`src/rtl/rv32ex_pkg.sv`:
```
// Shared types, constants and instruction codes for the RV32I execute unit.
// No dependencies; the RTL files refer to this package by scoped names, the bench imports it.

package rv32ex_pkg;

    localparam int XLEN        = 32;
    localparam int REG_AW      = 5;
    localparam int NUM_REGS    = 32;
    localparam int DMEM_ADDR_W = 16;   // 65536 data bytes
    localparam int OUTQ_DEPTH  = 4;

    localparam logic [XLEN-1:0] PC_STEP   = 32'd4;
    localparam logic [XLEN-1:0] JALR_MASK = ~32'd1;

    // Instruction kinds
    localparam logic [5:0] ACT_ADD    = 6'd0;
    localparam logic [5:0] ACT_ADDI   = 6'd1;
    localparam logic [5:0] ACT_AND    = 6'd2;
    localparam logic [5:0] ACT_ANDI   = 6'd3;
    localparam logic [5:0] ACT_OR     = 6'd4;
    localparam logic [5:0] ACT_ORI    = 6'd5;
    localparam logic [5:0] ACT_XOR    = 6'd6;
    localparam logic [5:0] ACT_XORI   = 6'd7;
    localparam logic [5:0] ACT_AUIPC  = 6'd8;
    localparam logic [5:0] ACT_BEQ    = 6'd9;
    localparam logic [5:0] ACT_BGE    = 6'd10;
    localparam logic [5:0] ACT_BGEU   = 6'd11;
    localparam logic [5:0] ACT_BLT    = 6'd12;
    localparam logic [5:0] ACT_BLTU   = 6'd13;
    localparam logic [5:0] ACT_BNE    = 6'd14;
    localparam logic [5:0] ACT_EBREAK = 6'd15;
    localparam logic [5:0] ACT_ECALL  = 6'd16;
    localparam logic [5:0] ACT_FENCE  = 6'd17;
    localparam logic [5:0] ACT_JAL    = 6'd18;
    localparam logic [5:0] ACT_JALR   = 6'd19;
    localparam logic [5:0] ACT_LUI    = 6'd20;
    localparam logic [5:0] ACT_LB     = 6'd21;
    localparam logic [5:0] ACT_LBU    = 6'd22;
    localparam logic [5:0] ACT_LH     = 6'd23;
    localparam logic [5:0] ACT_LHU    = 6'd24;
    localparam logic [5:0] ACT_LW     = 6'd25;
    localparam logic [5:0] ACT_PAUSE  = 6'd26;
    localparam logic [5:0] ACT_SBREAK = 6'd27;
    localparam logic [5:0] ACT_SCALL  = 6'd28;
    localparam logic [5:0] ACT_SLT    = 6'd29;
    localparam logic [5:0] ACT_SLTI   = 6'd30;
    localparam logic [5:0] ACT_SLTU   = 6'd31;
    localparam logic [5:0] ACT_SLTIU  = 6'd32;
    localparam logic [5:0] ACT_SLL    = 6'd33;
    localparam logic [5:0] ACT_SLLI   = 6'd34;
    localparam logic [5:0] ACT_SRA    = 6'd35;
    localparam logic [5:0] ACT_SRAI   = 6'd36;
    localparam logic [5:0] ACT_SRL    = 6'd37;
    localparam logic [5:0] ACT_SRLI   = 6'd38;
    localparam logic [5:0] ACT_SUB    = 6'd39;
    localparam logic [5:0] ACT_SB     = 6'd40;
    localparam logic [5:0] ACT_SH     = 6'd41;
    localparam logic [5:0] ACT_SW     = 6'd42;

    // Memory access sizes
    localparam logic [1:0] SIZE_B = 2'd0;
    localparam logic [1:0] SIZE_H = 2'd1;
    localparam logic [1:0] SIZE_W = 2'd2;

    typedef struct packed {
        logic [5:0]             action;
        logic [REG_AW-1:0]      dest_reg;
        logic [REG_AW-1:0]      src1_reg;
        logic [REG_AW-1:0]      src2_reg;
        logic signed [XLEN-1:0] immediate;
    } t_request;

    typedef struct packed {
        logic [XLEN-1:0]   next_pc;
        logic              write_enable;
        logic [REG_AW-1:0] write_index;
        logic [XLEN-1:0]   write_value;
        logic              syscall_request;
    } t_result;

    // Execute stage outcome, carried into the writeback stage
    typedef struct packed {
        logic [XLEN-1:0]   next_pc;
        logic              wr;
        logic [REG_AW-1:0] rd;
        logic [XLEN-1:0]   value;
        logic              sys;
        logic              ld;
        logic              st;
        logic [1:0]        size;
        logic              uns;
        logic [XLEN-1:0]   addr;
        logic [XLEN-1:0]   store_data;
    } t_exec;

    // Data memory port request
    typedef struct packed {
        logic            rd;
        logic            wr;
        logic [XLEN-1:0] addr;
        logic [3:0]      ben;
        logic [XLEN-1:0] wdata;
    } t_mem_req;

endpackage

```
`src/rtl/rv32ex_outq.sv`:
```
// Result queue between the writeback stage and the output channel.
// Depends on rv32ex_pkg. Reports its fill level for admission control.

module rv32ex_outq (
    input  logic                     i_clk,
    input  logic                     i_rst_n,
    input  logic                     i_push,
    input  rv32ex_pkg::t_result      i_data,
    output logic                     o_valid,
    input  logic                     i_stall,
    output rv32ex_pkg::t_result      o_data,
    output logic [$clog2(rv32ex_pkg::OUTQ_DEPTH+1)-1:0] o_count
);

    localparam int DEPTH = rv32ex_pkg::OUTQ_DEPTH;
    localparam int PTR_W = $clog2(DEPTH);
    localparam int CNT_W = $clog2(DEPTH + 1);

    rv32ex_pkg::t_result r_slot [DEPTH];
    logic [PTR_W-1:0]    r_wr_ptr;
    logic [PTR_W-1:0]    r_rd_ptr;
    logic [CNT_W-1:0]    r_count;
    logic                w_pop;

    assign o_valid = (r_count != '0);
    assign w_pop   = o_valid && !i_stall;
    assign o_data  = r_slot[r_rd_ptr];
    assign o_count = r_count;

    always_ff @(posedge i_clk) begin
        if (!i_rst_n) begin
            r_wr_ptr <= '0;
            r_rd_ptr <= '0;
            r_count  <= '0;
        end else begin
            if (i_push) r_wr_ptr <= r_wr_ptr + 1'b1;
            if (w_pop)  r_rd_ptr <= r_rd_ptr + 1'b1;
            case ({i_push, w_pop})
                2'b10:   r_count <= r_count + 1'b1;
                2'b01:   r_count <= r_count - 1'b1;
                default: r_count <= r_count;
            endcase
        end
    end

    always_ff @(posedge i_clk) begin
        if (i_push) begin
            r_slot[r_wr_ptr] <= i_data;
        end
    end

endmodule

```
`config.mk`:
```
export PLATFORM = sky130hd
export DESIGN_NAME = rv32ex_outq
export DESIGN_NICKNAME = d
export VERILOG_FILES = /design/src/rtl/rv32ex_pkg.sv /design/src/rtl/rv32ex_outq.sv
export SDC_FILE = /design/constraint.sdc
export NUM_CORES = 1
export LEC_CHECK = 0
export CAP_MARGIN = 20
export CORE_UTILIZATION = 56
export CTS_CLUSTER_DIAMETER = 30
export DETAILED_ROUTE_END_ITERATION = 8
export DONT_BUFFER_PORTS = 1
export HOLD_SLACK_MARGIN = 0.03
export PLACE_DENSITY = 0.73
export SYNTH_ARGS = -nofsm -noshare
export SYNTH_HDL_FRONTEND = slang
export SYNTH_SLANG_ARGS = --single-unit
```
`constraint.sdc`:
```
create_clock -name i_clk -period 2.6 [get_ports i_clk]
set_clock_uncertainty 0.2 [all_clocks]
set_input_delay 0.52 -clock i_clk [delete_from_list [all_inputs] [get_ports i_clk]]
set_output_delay 0.52 -clock i_clk [all_outputs]
set_load 0.01 [all_outputs]
```
Word-level counts from Yosys, hierarchy flattened:

Memory sizes are Yosys's and may differ from the RTL's. A register that Yosys moved wholly into a read port is not among the register bits.
Index checks and enable logic that the tools add are counted.

* register bits: 7
* bits in latches: 0
* memory bits (writable): 284
* bits in read-only memories: 0
* logic and storage cells: 19
* memories: 1

* add/subtract/negate cells: 4
* multiply operators: 0
* divide/modulo/power cells: 0
* magnitude comparators: 0
* equal/unequal tests: 2
* shift operators: 0
* muxes and demuxes: 5
* bitwise logic cells: 0
* reductions and logical operators: 4

Memories
* r_slot: words 4, width 71, read ports 1, clocked after memory_dff 1, wr ports 1, line rv32ex_outq.sv:19 `rv32ex_pkg::t_result r_slot [DEPTH];`

Operator list (number)
* $pmux W3 S2: 1
* $add A2 B1 Y2 const B: 2
* $mux W2: 2
* $add A3 B1 Y3 const B: 1
* $reduce_bool A3 Y1: 1
* $sub A3 B1 Y3 const B: 1
* $eq A2 B1 Y1 const B: 1
* $eq A2 B2 Y1 const B: 1
* $mux W1: 2
* $reduce_bool A2 Y1: 1
* $logic_and A1 B1 Y1: 1
* $logic_not A1 Y1: 1

Logic depth before layout (Yosys ltp):

* depth after elaboration: 4
* depth in mapped cells: 8
* gate-level depth less buffers: 8

Least setup slack after synthesis:

Ideal clock, no wire load.

* path type: register to register
* start: register r_wr_ptr[0]
* end: memory r_slot[0][0] (netlist name), enable pin
* setup time: 0.437 ns
* data arrival time: 2.203 ns
* data required time: 1.963 ns
* setup slack: -0.239 ns
* stages on the path, launching flop included: 4
* path buffers: 0
* clock period less this slack: 2.839 ns
* cell sequence: dfxtp_1 -> inv_1 -> ha_1 -> and2_1

RTL lines
* start: declaration: line rv32ex_outq.sv:20 `logic [PTR_W-1:0] r_wr_ptr;`
* start signal: assignment: line rv32ex_outq.sv:36 `if (i_push) r_wr_ptr <= r_wr_ptr + 1'b1;`
* end: declaration: line rv32ex_outq.sv:19

No word-level cell before the write port.

==> metrics <==
status=finished clean; Post-Layout Cell Count=just over 800; Setup-failing EPs final=0; H-tree levels=2; pin count of the biggest net entering global routing=around 70; Place WS=approximately 420 ps; routed wl met2=~11,000 µm; critical path fanouts, max=11; n_diodes=0; Gate Count Post-Synth=420; most common flop cell mapped by yosys=edfxtp_1; first-pass GRT wire length=between 20,000 and 30,000 µm; f_max=around 0.40 GHz; DR pass1 iterations=4; Yosys reg bits=293; Worst-Skew Late Latency=about 530 ps; Post-DP Area=11,100 µm²; Power Internal=approximately 11 mW; Post-Syn Nets=roughly 500; Distinct cells, synth=24; cts bufs inserted=48; Wirelength per Cell=between 20 and 25 µm; RSZ-0062 raised after global routing=false; WP buf/inv=2; final-report max-slew violation count=0; die height=around 140 µm; DR top layer=met4; Mapped Area=10,800 µm²; core area=between 15,000 and 20,000 µm²; maximum vdd drop=roughly 660 µV; design area=about 14,000 µm²; hpwl dp=10,700 µm; Sw Pwr=between 3 and 4 mW; post-synthesis average cell area=between 20 and 30 µm²; crit path DAT=around 1800 ps; Synth async-reset ratio=0; max-cap violation count=0; die area=19,800 µm²; Top cell by count, worst path=buf_12; Reg-to-Reg End=o_count[2]; P_leak=approximately 4.5 nW; Clock transition at path regs=~50 ps; final wirelength=19,800 µm; die width=141 µm; Clock Path Buffers=3; r2r setup slk=roughly 340 ps; CTS tree=yes; starting density of the core=0.575; Hold Vio Cnt, Final=0; largest delay contributor family on the critical path=multiplexers; Final Total Pwr=14.1 mW; Synth-to-Final Area Change=27.1%; minimum clock period=around 2500 ps; port buffer count=0; layout cell share with drive strength beyond 1=0.303; Clock power frac=0.470; Top-Level Pins=150; vias in the first global route=between 5k and 6k; CP max-delay cell=mux4_2; Switching Share=0.226; critical path launch point type=flip-flop; via count=roughly 4.8k; Ys Warns=0; ANT nets after route=0; slew at the pin closest to its max-slew limit=between 500 and 600 ps; WL met1=7760 µm; period utilization=0.964; register share of total power=0.393; combinational share of power=0.137; worst hold path class=input pin to flip-flop; PwrDens=1030 nW/µm²; register area share after synthesis=0.807; worst hold stages=2; Setup crit end kind=primary output; root buf cell=clkbuf_16; Total GRT Usage=0.202; Worst Reg-to-Reg Cells=8; Initial DRC Count=223; data required time of the worst path=around 1900 ps; wire length on met3=~1200 µm; placed cell count=~660; max incr delay on CP=580 ps; grt ovf=0; Hold Crit Start=i_stall; reg2reg start=o_count[1]; DRC=0; nets@finish=between 600 and 700; Site Rows=50; critical path class=flip-flop to primary output; Placer Congestion=a little over 0.7; Setup WS post-layout=93.6 ps; crit-path cells=buf_12, buf_12, mux4_2; Sink Count=around 290; via/cell ratio=approximately 5.8; Slew headroom=0.659; Post-synth EDFFs=284; initial antenna violation count=0
[through the flow]
stage | util | TNS [ps] | hold slack [ps]
after floorplan | - | 0 | 245
after global placement | 0.593 | 0 | 244
after detailed placement | 0.593 | 0 | 265
after CTS | 0.725 | -4.64 | 82.8
after global routing | 0.730 | 0 | 132
final | 0.730 | 0 | 112
[synth_stat cells (2+ instances only)]
cell type,number,area (µm²)
a21boi_0,3,22.5
and2_1,7,43.8
buf_12,7,140
buf_2,7,35.0
dfxtp_1,9,180
edfxtp_1,284,8530
ha_1,5,62.6
inv_1,7,26.3
mux2i_1,2,20.0
mux4_2,70,1580
nand2_1,2,7.51
o21ai_0,3,15.0
or3_1,2,12.5
xor2_1,2,17.5
[final cells by class]
class | instances | area [µm²]
timing repair buffer | 98 | 1080
multi-input combinational | 104 | 1870
clock buffer | 53 | 1240
tap | 234 | 293
sequential | 293 | 8720
fill | 1035 | 5060
inverter | 7 | 26.3
clock inverter | 35 | 480
[sequential cells by signal, summed over array words and instances (netlist names), named ones only]
signal and cells:
r_wr_ptr 2, r_slot 284, o_count 3, r_rd_ptr 2
[routing by layer]
metal	vias up	GRT usage
met5	-	0
met4	0	0.0584
met3	18	0.0625
met2	159	0.354
met1	2530	0.244
li1	2073	-
[placed cells by master, fill, tap and decap left out, drive strengths merged, types with 3 or more instances in the layout]
master         n
ha             5
dfxtp          9
dlygate4sd3   74
buf           22
clkinv        13
clkinvlp       6
edfxtp       284
a21boi         3
o21ai          3
mux4          71
clkbuf        55
and2           7
inv           12
bufinv        11
[cell families (layout without fill, tap and decap cells)]
family | Yosys count | count (layout) | synth area share
AOI/OAI and AO/OA | 6 | 6 | 0.00348
DFF | 293 | 293 | 0.807
buffers and inverters | 23 | 193 | 0.0201
xor gates and xnor gates | 3 | 3 | 0.00244
and+or+nand+nor | 16 | 16 | 0.00858
adders and majority gates | 6 | 6 | 0.00766
muxes | 73 | 73 | 0.150
[worst max path at each step]
stage,endpoint,cells after the start
after floorplan,r_slot[2][0],3
after global placement,o_count[2],8
after CTS,o_data[45],2
final,o_data[45],3
after detailed placement,o_count[2],8
after global routing,o_data[9],3
[power by group through the flow]
stage,Combinational (mW),Clock [mW],Sequential [mW]
6_report,1.94,6.64,5.56
3_5_place_dp,1.63,0,5.68
3_3_place_gp,1.61,0,5.65
4_1_cts,1.82,6.74,5.58
5_1_grt,2.06,6.94,5.57
2_1_floorplan,1.46,0,5.61
[repair_timing]
action | CTS | global route
setup endpoints to repair | 45 | 27
endpoints found under the hold margin | 293 | 0
resized for setup | 2 | 0
cloned | 0 | 2
hold buffers | 74 | 0
buffers inserted | 2 | 3
Note: power is estimated with default switching activity, not from simulation.
