[src/rtl/rv32ex_pkg.sv]
// Shared types, constants and instruction codes for the RV32I execute unit.
// No dependencies; the RTL files refer to this package by scoped names, the bench imports it.

package rv32ex_pkg;

    localparam int XLEN        = 32;
    localparam int REG_AW      = 5;
    localparam int NUM_REGS    = 32;
    localparam int DMEM_ADDR_W = 16;   // 65536 data bytes
    localparam int OUTQ_DEPTH  = 4;

    localparam logic [XLEN-1:0] PC_STEP   = 32'd4;
    localparam logic [XLEN-1:0] JALR_MASK = ~32'd1;

    // Instruction kinds
    localparam logic [5:0] ACT_ADD    = 6'd0;
    localparam logic [5:0] ACT_ADDI   = 6'd1;
    localparam logic [5:0] ACT_AND    = 6'd2;
    localparam logic [5:0] ACT_ANDI   = 6'd3;
    localparam logic [5:0] ACT_OR     = 6'd4;
    localparam logic [5:0] ACT_ORI    = 6'd5;
    localparam logic [5:0] ACT_XOR    = 6'd6;
    localparam logic [5:0] ACT_XORI   = 6'd7;
    localparam logic [5:0] ACT_AUIPC  = 6'd8;
    localparam logic [5:0] ACT_BEQ    = 6'd9;
    localparam logic [5:0] ACT_BGE    = 6'd10;
    localparam logic [5:0] ACT_BGEU   = 6'd11;
    localparam logic [5:0] ACT_BLT    = 6'd12;
    localparam logic [5:0] ACT_BLTU   = 6'd13;
    localparam logic [5:0] ACT_BNE    = 6'd14;
    localparam logic [5:0] ACT_EBREAK = 6'd15;
    localparam logic [5:0] ACT_ECALL  = 6'd16;
    localparam logic [5:0] ACT_FENCE  = 6'd17;
    localparam logic [5:0] ACT_JAL    = 6'd18;
    localparam logic [5:0] ACT_JALR   = 6'd19;
    localparam logic [5:0] ACT_LUI    = 6'd20;
    localparam logic [5:0] ACT_LB     = 6'd21;
    localparam logic [5:0] ACT_LBU    = 6'd22;
    localparam logic [5:0] ACT_LH     = 6'd23;
    localparam logic [5:0] ACT_LHU    = 6'd24;
    localparam logic [5:0] ACT_LW     = 6'd25;
    localparam logic [5:0] ACT_PAUSE  = 6'd26;
    localparam logic [5:0] ACT_SBREAK = 6'd27;
    localparam logic [5:0] ACT_SCALL  = 6'd28;
    localparam logic [5:0] ACT_SLT    = 6'd29;
    localparam logic [5:0] ACT_SLTI   = 6'd30;
    localparam logic [5:0] ACT_SLTU   = 6'd31;
    localparam logic [5:0] ACT_SLTIU  = 6'd32;
    localparam logic [5:0] ACT_SLL    = 6'd33;
    localparam logic [5:0] ACT_SLLI   = 6'd34;
    localparam logic [5:0] ACT_SRA    = 6'd35;
    localparam logic [5:0] ACT_SRAI   = 6'd36;
    localparam logic [5:0] ACT_SRL    = 6'd37;
    localparam logic [5:0] ACT_SRLI   = 6'd38;
    localparam logic [5:0] ACT_SUB    = 6'd39;
    localparam logic [5:0] ACT_SB     = 6'd40;
    localparam logic [5:0] ACT_SH     = 6'd41;
    localparam logic [5:0] ACT_SW     = 6'd42;

    // Memory access sizes
    localparam logic [1:0] SIZE_B = 2'd0;
    localparam logic [1:0] SIZE_H = 2'd1;
    localparam logic [1:0] SIZE_W = 2'd2;

    typedef struct packed {
        logic [5:0]             action;
        logic [REG_AW-1:0]      dest_reg;
        logic [REG_AW-1:0]      src1_reg;
        logic [REG_AW-1:0]      src2_reg;
        logic signed [XLEN-1:0] immediate;
    } t_request;

    typedef struct packed {
        logic [XLEN-1:0]   next_pc;
        logic              write_enable;
        logic [REG_AW-1:0] write_index;
        logic [XLEN-1:0]   write_value;
        logic              syscall_request;
    } t_result;

    // Execute stage outcome, carried into the writeback stage
    typedef struct packed {
        logic [XLEN-1:0]   next_pc;
        logic              wr;
        logic [REG_AW-1:0] rd;
        logic [XLEN-1:0]   value;
        logic              sys;
        logic              ld;
        logic              st;
        logic [1:0]        size;
        logic              uns;
        logic [XLEN-1:0]   addr;
        logic [XLEN-1:0]   store_data;
    } t_exec;

    // Data memory port request
    typedef struct packed {
        logic            rd;
        logic            wr;
        logic [XLEN-1:0] addr;
        logic [3:0]      ben;
        logic [XLEN-1:0] wdata;
    } t_mem_req;

endpackage

[src/rtl/rv32ex_regfile.sv]
// General register file: 32 x 32, two registered read ports, one write port.
// Depends on rv32ex_pkg. Entries never written read as zero.

module rv32ex_regfile (
    input  logic                               i_clk,
    input  logic                               i_rst_n,
    input  logic                               i_rd_en,
    input  logic [rv32ex_pkg::REG_AW-1:0]      i_raddr1,
    input  logic [rv32ex_pkg::REG_AW-1:0]      i_raddr2,
    output logic [rv32ex_pkg::XLEN-1:0]        o_rdata1,
    output logic [rv32ex_pkg::XLEN-1:0]        o_rdata2,
    input  logic                               i_we,
    input  logic [rv32ex_pkg::REG_AW-1:0]      i_waddr,
    input  logic [rv32ex_pkg::XLEN-1:0]        i_wdata
);

    logic [rv32ex_pkg::XLEN-1:0]     r_mem [rv32ex_pkg::NUM_REGS];
    logic [rv32ex_pkg::NUM_REGS-1:0] r_valid;
    logic [rv32ex_pkg::XLEN-1:0]     r_rdata1;
    logic [rv32ex_pkg::XLEN-1:0]     r_rdata2;

    always_ff @(posedge i_clk) begin
        if (!i_rst_n) begin
            r_valid <= '0;
        end else if (i_we) begin
            r_valid[i_waddr] <= 1'b1;
        end
    end

    always_ff @(posedge i_clk) begin
        if (i_we) begin
            r_mem[i_waddr] <= i_wdata;
        end
    end

    // Write-through: a read at the edge of a write to the same entry sees the new data
    always_ff @(posedge i_clk) begin
        if (i_rd_en) begin
            if (i_we && i_waddr == i_raddr1) begin
                r_rdata1 <= i_wdata;
            end else begin
                r_rdata1 <= r_valid[i_raddr1] ? r_mem[i_raddr1] : '0;
            end
            if (i_we && i_waddr == i_raddr2) begin
                r_rdata2 <= i_wdata;
            end else begin
                r_rdata2 <= r_valid[i_raddr2] ? r_mem[i_raddr2] : '0;
            end
        end
    end

    assign o_rdata1 = r_rdata1;
    assign o_rdata2 = r_rdata2;

endmodule

[config.mk]
export PLATFORM = sky130hd
export DESIGN_NAME = rv32ex_regfile
export DESIGN_NICKNAME = d
export VERILOG_FILES = /design/src/rtl/rv32ex_pkg.sv /design/src/rtl/rv32ex_regfile.sv
export SDC_FILE = /design/constraint.sdc
export NUM_CORES = 2
export LEC_CHECK = 0
export BUFFER_PORTS_ARGS = -buffer_cell sky130_fd_sc_hd__clkbuf_2
export CAP_MARGIN = 20
export CORE_UTILIZATION = 63
export DETAILED_ROUTE_END_ITERATION = 6
export GPL_TIMING_DRIVEN = 0
export PLACE_DENSITY = 0.85
export SYNTH_ARGS = -nofsm -noshare
export SYNTH_HDL_FRONTEND = slang
export SYNTH_SLANG_ARGS = --single-unit
[constraint.sdc]
create_clock -name i_clk -period 3.8 [get_ports i_clk]
set_input_delay 0.38 -clock i_clk [delete_from_list [all_inputs] [get_ports i_clk]]
set_output_delay 0.38 -clock i_clk [all_outputs]
set_load 0.05 [all_outputs]
Word-level counts from Yosys, hierarchy flattened
Memories as Yosys holds them, arrays and structs flattened.
Cells that the tools add are included.
{"block": "op_classes", "n_bitwise": 1, "n_lt_le_gt_ge": 4, "eq_ne": 2, "mux": 12, "reduce_logical": 3}
{"operator": "two-way mux 32 bit", "count": 4}
{"operator": "OR 32 bit", "count": 1}
{"operator": "less-than comparator 5 x 6 -> 1 bit, second input constant", "count": 3}
{"operator": "binary-select mux 1 bit (select 5 bit)", "count": 2}
{"operator": "equality test 5 bit", "count": 2}
{"operator": "demux 1 bit (select 5 bit)", "count": 1}
{"operator": ">= comparator 5 x 1 -> 1 bit, second input constant", "count": 1}
{"operator": "two-way mux 1 bit", "count": 5}
{"operator": "logical AND 1 bit", "count": 3}
{"block": "word_totals", "reg_bits": 96, "word_cells": 26, "mem_bits_rw": 1024, "input_bits": 51, "memories": 1, "out_inout_bits": 64}
{"memory": "r_mem", "depth": 32, "word_bits": 32, "rd": 2, "rd_ports_with_merged_regs": 0, "write_ports": 1, "line_no": "rv32ex_regfile.sv:17", "text": "logic [rv32ex_pkg::XLEN-1:0] r_mem [rv32ex_pkg::NUM_REGS];"}

Logic depth before layout (Yosys ltp)
{"block": "depth", "word_depth": 5, "depth_mapped": 10, "depth_no_buf": 5}

Least setup slack after synthesis
Ideal clock, no wire load.
{"block": "synth_path", "path_type": "input to register", "from": "input port i_waddr[0] in the netlist's numbering", "to": "memory r_mem[28][0] in the netlist's numbering, enable pin", "setup_time_ns": 0.423, "slack_ns": 0.796, "n_path_buf": 2, "arrival_ns": 2.581, "path_stages": 4, "required_ns": 3.377, "cell_sequence": "clkbuf_1 > or3b_2 > clkbuf_1 > nor2_1"}
{"element": "start, declared", "line_no": "rv32ex_regfile.sv:13", "text": "input logic [rv32ex_pkg::REG_AW-1:0] i_waddr,"}
{"element": "end, declared", "line_no": "rv32ex_regfile.sv:17"}
No word-level cell before the write port.

Worst setup path after layout
{"block": "layout_path", "from": "input port i_raddr1[1] in the netlist's numbering", "to": "register r_rdata1, in the netlist o_rdata1[30] (data pin)"}
{"block": "layout_between", "elab_chain_cells": 4, "elab_cells_between_ends": 7, "cone_classes": "1 x eq/ne; 4 x mux; 1 x reduce/logical; 1 x memory"}
{"element": "start, declared", "line_no": "rv32ex_regfile.sv:8", "text": "input logic [rv32ex_pkg::REG_AW-1:0] i_raddr1,"}
{"element": "binary-select mux 1 bit (select 5 bit)", "line_no": "rv32ex_regfile.sv:42", "text": "r_rdata1 <= r_valid[i_raddr1] ? r_mem[i_raddr1] : '0;"}
{"element": "two-way mux 1 bit (implied by the code)", "line_no": "rv32ex_regfile.sv:42"}
{"element": "two-way mux 32 bit", "line_no": "rv32ex_regfile.sv:42"}
{"element": "two-way mux 32 bit (*)", "line_no": "rv32ex_regfile.sv:39", "text": "if (i_we && i_waddr == i_raddr1) begin"}
{"element": "end signal, assigned", "line_no": "rv32ex_regfile.sv:40", "text": "r_rdata1 <= i_wdata;"}
{"element": "end signal, assigned", "line_no": "rv32ex_regfile.sv:42"}
{"element": "end, declared", "line_no": "rv32ex_regfile.sv:19", "text": "logic [rv32ex_pkg::XLEN-1:0] r_rdata1;"}
Every way passes the cells marked *; elsewhere a longest branch is shown, timed or not. The select of a mux whose other input is x is not followed.
A chain may end at the register's enable or synchronous reset.

==> flow_summary.json <==
{
  "path_common_cell": "clkbuf_1",
  "ys_seq_elements": 1120,
  "io_pins": 115,
  "fin_nets": 2733,
  "start_util_pct": 63.89,
  "required_ns": 4.23,
  "cp-start-kind": "input pin",
  "peakVddDrop_uv": 388.7,
  "fin_skew_ns": 0.02154,
  "drc": 0,
  "clkTransAtPathRegs_ns": 0.07,
  "crit_type": "input pin to register",
  "max_cap_viol_count": 0,
  "switching_share_pct": 23.82,
  "synth_edf_count": 1088,
  "ant_nets": 0,
  "hold_viol": 0,
  "outcome": "complete, no violations",
  "worstPathCellList": "clkbuf_1 > buf_2 > clkbuf_1 > clkbuf_1 > mux4_2 > a22oi_1 > nand4_1 > a32o_1",
  "yosysWarnings": 0,
  "cpMaxStageDelayCell": "clkbuf_1",
  "cts-root-buf": "clkbuf_16",
  "clk_path_buf_depth": 3,
  "intPower_mw": 21.21,
  "cts_tree": "yes",
  "path_buf_inv": 4,
  "dpl_worst_slack_ns": -0.1908,
  "seq_area_frac_synth_pct": 65.79,
  "antenna_found_initial": 7,
  "placed_cell_area_um2": 53570,
  "die_w_um": 285.5,
  "async_flop_share_pct": 0,
  "gp_congestion": 0.9068,
  "overflow": 0,
  "syn_to_final_growth_pct": 13.43,
  "grt_pass1_wl_um": 242900,
  "drtPass1Iterations": 7,
  "tightest_slew_ns": 1.349,
  "grt.total_usage_pct": 43.57,
  "wirelength_um": 175100,
  "pwr-share-seq_pct": 49.7,
  "post-route-min-period_ns": 3.769,
  "placementRows": 103,
  "avgSynthCellArea_um2": 21.00,
  "pwr-share-comb_pct": 9.4,
  "slowest_delay_ns": 1.01,
  "crit_path_max_fanout": 10,
  "wl_per_cell_um": 45.75,
  "grt_max_degree": 36,
  "syn_nets": 2462,
  "core-area_um2": 79260,
  "synth-main-ff-cell": "edfxtp_1",
  "rsz0062_at_grt": "false",
  "dp.final_hpwl_um": 107000,
  "final_area_um2": 57440,
  "cts_buffers": 110,
  "finalCritPeriodShare_pct": 99.20,
  "drt_iter0_drc": 7147,
  "timing.slew.headroom_pct": 10.05,
  "cts_sinks": 1120,
  "max_freq_mhz": 265.3,
  "grt_pass1_vias": 33489,
  "finalMaxSlewViolations": 0,
  "viasPerCell": 8.582,
  "dieArea_um2": 81510,
  "powerDensity_nw_per_um2": 484.6,
  "cp_top_family": "buffers and inverters",
  "endpoint_kind": "register",
  "p_sw_mw": 6.630,
  "total_leakage_power_nw": 18.00,
  "post_cts_buffers": 0,
  "synth_cell_type_count": 41,
  "setup_viol": 0,
  "fin_ws_ns": 0.03052,
  "synthesis.area_um2": 50640,
  "ff2ff_setup_slack_ns": 0.34,
  "num_vias": 32852,
  "die_h_um": 285.5,
  "pwr-share-clk_pct": 40.9,
  "arrival_ns": 4.20,
  "clock_latency_ns": 0.71,
  "io_buffers": 103,
  "synth_cells": 2411,
  "layout-drive-gt1-share_pct": 36.12,
  "cts_max_level": 3,
  "hold_path_class": "input pin to register"
}
## metal layers
metal  vias up  wire (um)  global-route usage [%]
li1      11150          -                       -
met1     16057      48930                   50.73
met2      4353      79670                   65.85
met3      1288      29820                   18.17
met4         4      16690                   31.07
met5         -         22                       0
## kinds of logic after synthesis
family,after synthesis,synth area share (%)
xor+xnor,10,0.1730
simple gates,232,2.286
flops,1120,65.79
compound gates,221,3.296
mux,624,26.72
buf+inv,204,1.740
## timing repair
| action | 4_1_cts | 5_1_grt |
|---|---|---|
| endpoints found under the setup margin | 0 | 0 |
| endpoints found under the hold margin | 2 | 0 |
| hold buffers | 1 | 0 |
| resized for setup | 0 | 0 |
## cells in the mapped netlist (4+ instances only)
cell	number	share of area [%]
xor2_1	8	0.14
buf_2	56	0.55
a32o_1	32	0.63
a22oi_1	98	1.5
inv_1	4	0.030
buf_1	14	0.10
or2_1	4	0.049
o21ai_1	31	0.31
nand2_1	98	0.73
nand4_1	33	0.41
a21oi_1	6	0.059
o21a_1	36	0.53
buf_4	4	0.059
dfxtp_1	32	1.3
mux4_2	582	26
edfxtp_1	1088	65
nand3b_1	38	0.56
a221oi_1	4	0.069
nor2_1	38	0.28
buf_6	4	0.089
clkbuf_1	122	0.90
nand3_1	5	0.049
mux2i_1	41	0.81
## cell usage in the layout, fill, tap and decap left out, types with 18 or more instances in the layout
| cell | n |
|---|---|
| a32o_1 | 32 |
| o21ai_1 | 31 |
| mux2i_1 | 41 |
| nand4_1 | 33 |
| a22oi_1 | 98 |
| nor2_4 | 32 |
| o21a_1 | 36 |
| edfxtp_1 | 1088 |
| buf_2 | 56 |
| clkinv_1 | 32 |
| nand3b_1 | 38 |
| clkbuf_1 | 132 |
| nand2_1 | 98 |
| buf_8 | 18 |
| mux4_2 | 582 |
| dfxtp_1 | 32 |
| clkbuf_2 | 102 |
| clkbuf_16 | 112 |
| buf_12 | 31 |
| clkinv_2 | 22 |
## worst paths after layout
path,startpoint,end,cells past startpoint
worst max-delay path,i_raddr1[1],o_rdata1[30],8
worst min-delay path,i_wdata[14],r_mem[12][14],1
worst max register to register,r_valid[25],o_rdata2[0],6
worst min register to register,r_valid[27],r_valid[27],1
## metrics by stage
stage / hold slack, ns / total power [mW] / instances / TNS, ns / util, %
after floorplan: 0.4519 / 15.54 / 2411 / 0 / -
after global placement: 0.4610 / 16.35 / 3564 / -1174.25 / 66.20
after detailed placement: 0.4745 / 16.51 / 3608 / -3.731 / 67.59
after CTS: 0.3083 / 27.57 / 3813 / 0 / 72.24
after global routing: 0.3458 / 28.16 / 3824 / 0 / 72.46
final: 0.3236 / 27.84 / 3828 / 0 / 72.47
## power groups by stage
stage / sequential [mW] / combinational [mW] / clock [mW]
2_1_floorplan: 14.2 / 1.30 / 0
4_1_cts: 13.8 / 2.48 / 11.3
5_1_grt: 13.8 / 2.62 / 11.7
3_5_place_dp: 14.1 / 2.42 / 0
6_report: 13.8 / 2.61 / 11.4
3_3_place_gp: 14.1 / 2.28 / 0
## sequential cells by signal, indices dropped and copies added, names as in the netlist
| name | count |
|---|---|
| o_rdata2 | 32 |
| r_valid | 32 |
| r_mem | 1024 |
| o_rdata1 | 32 |
## final cells by class
cell class / instances / area (um^2)
sequential: 1120 / 33310
fill: 4109 / 21820
multi-input combinational: 1087 / 16680
clock buffer: 122 / 2840
timing repair buffer: 159 / 1564
tap: 1050 / 1314
buffer: 200 / 865.8
clock inverter: 82 / 834.6
inverter: 4 / 15.01
antenna: 4 / 10.01
No activity file was read; power rests on OpenSTA's default activity.
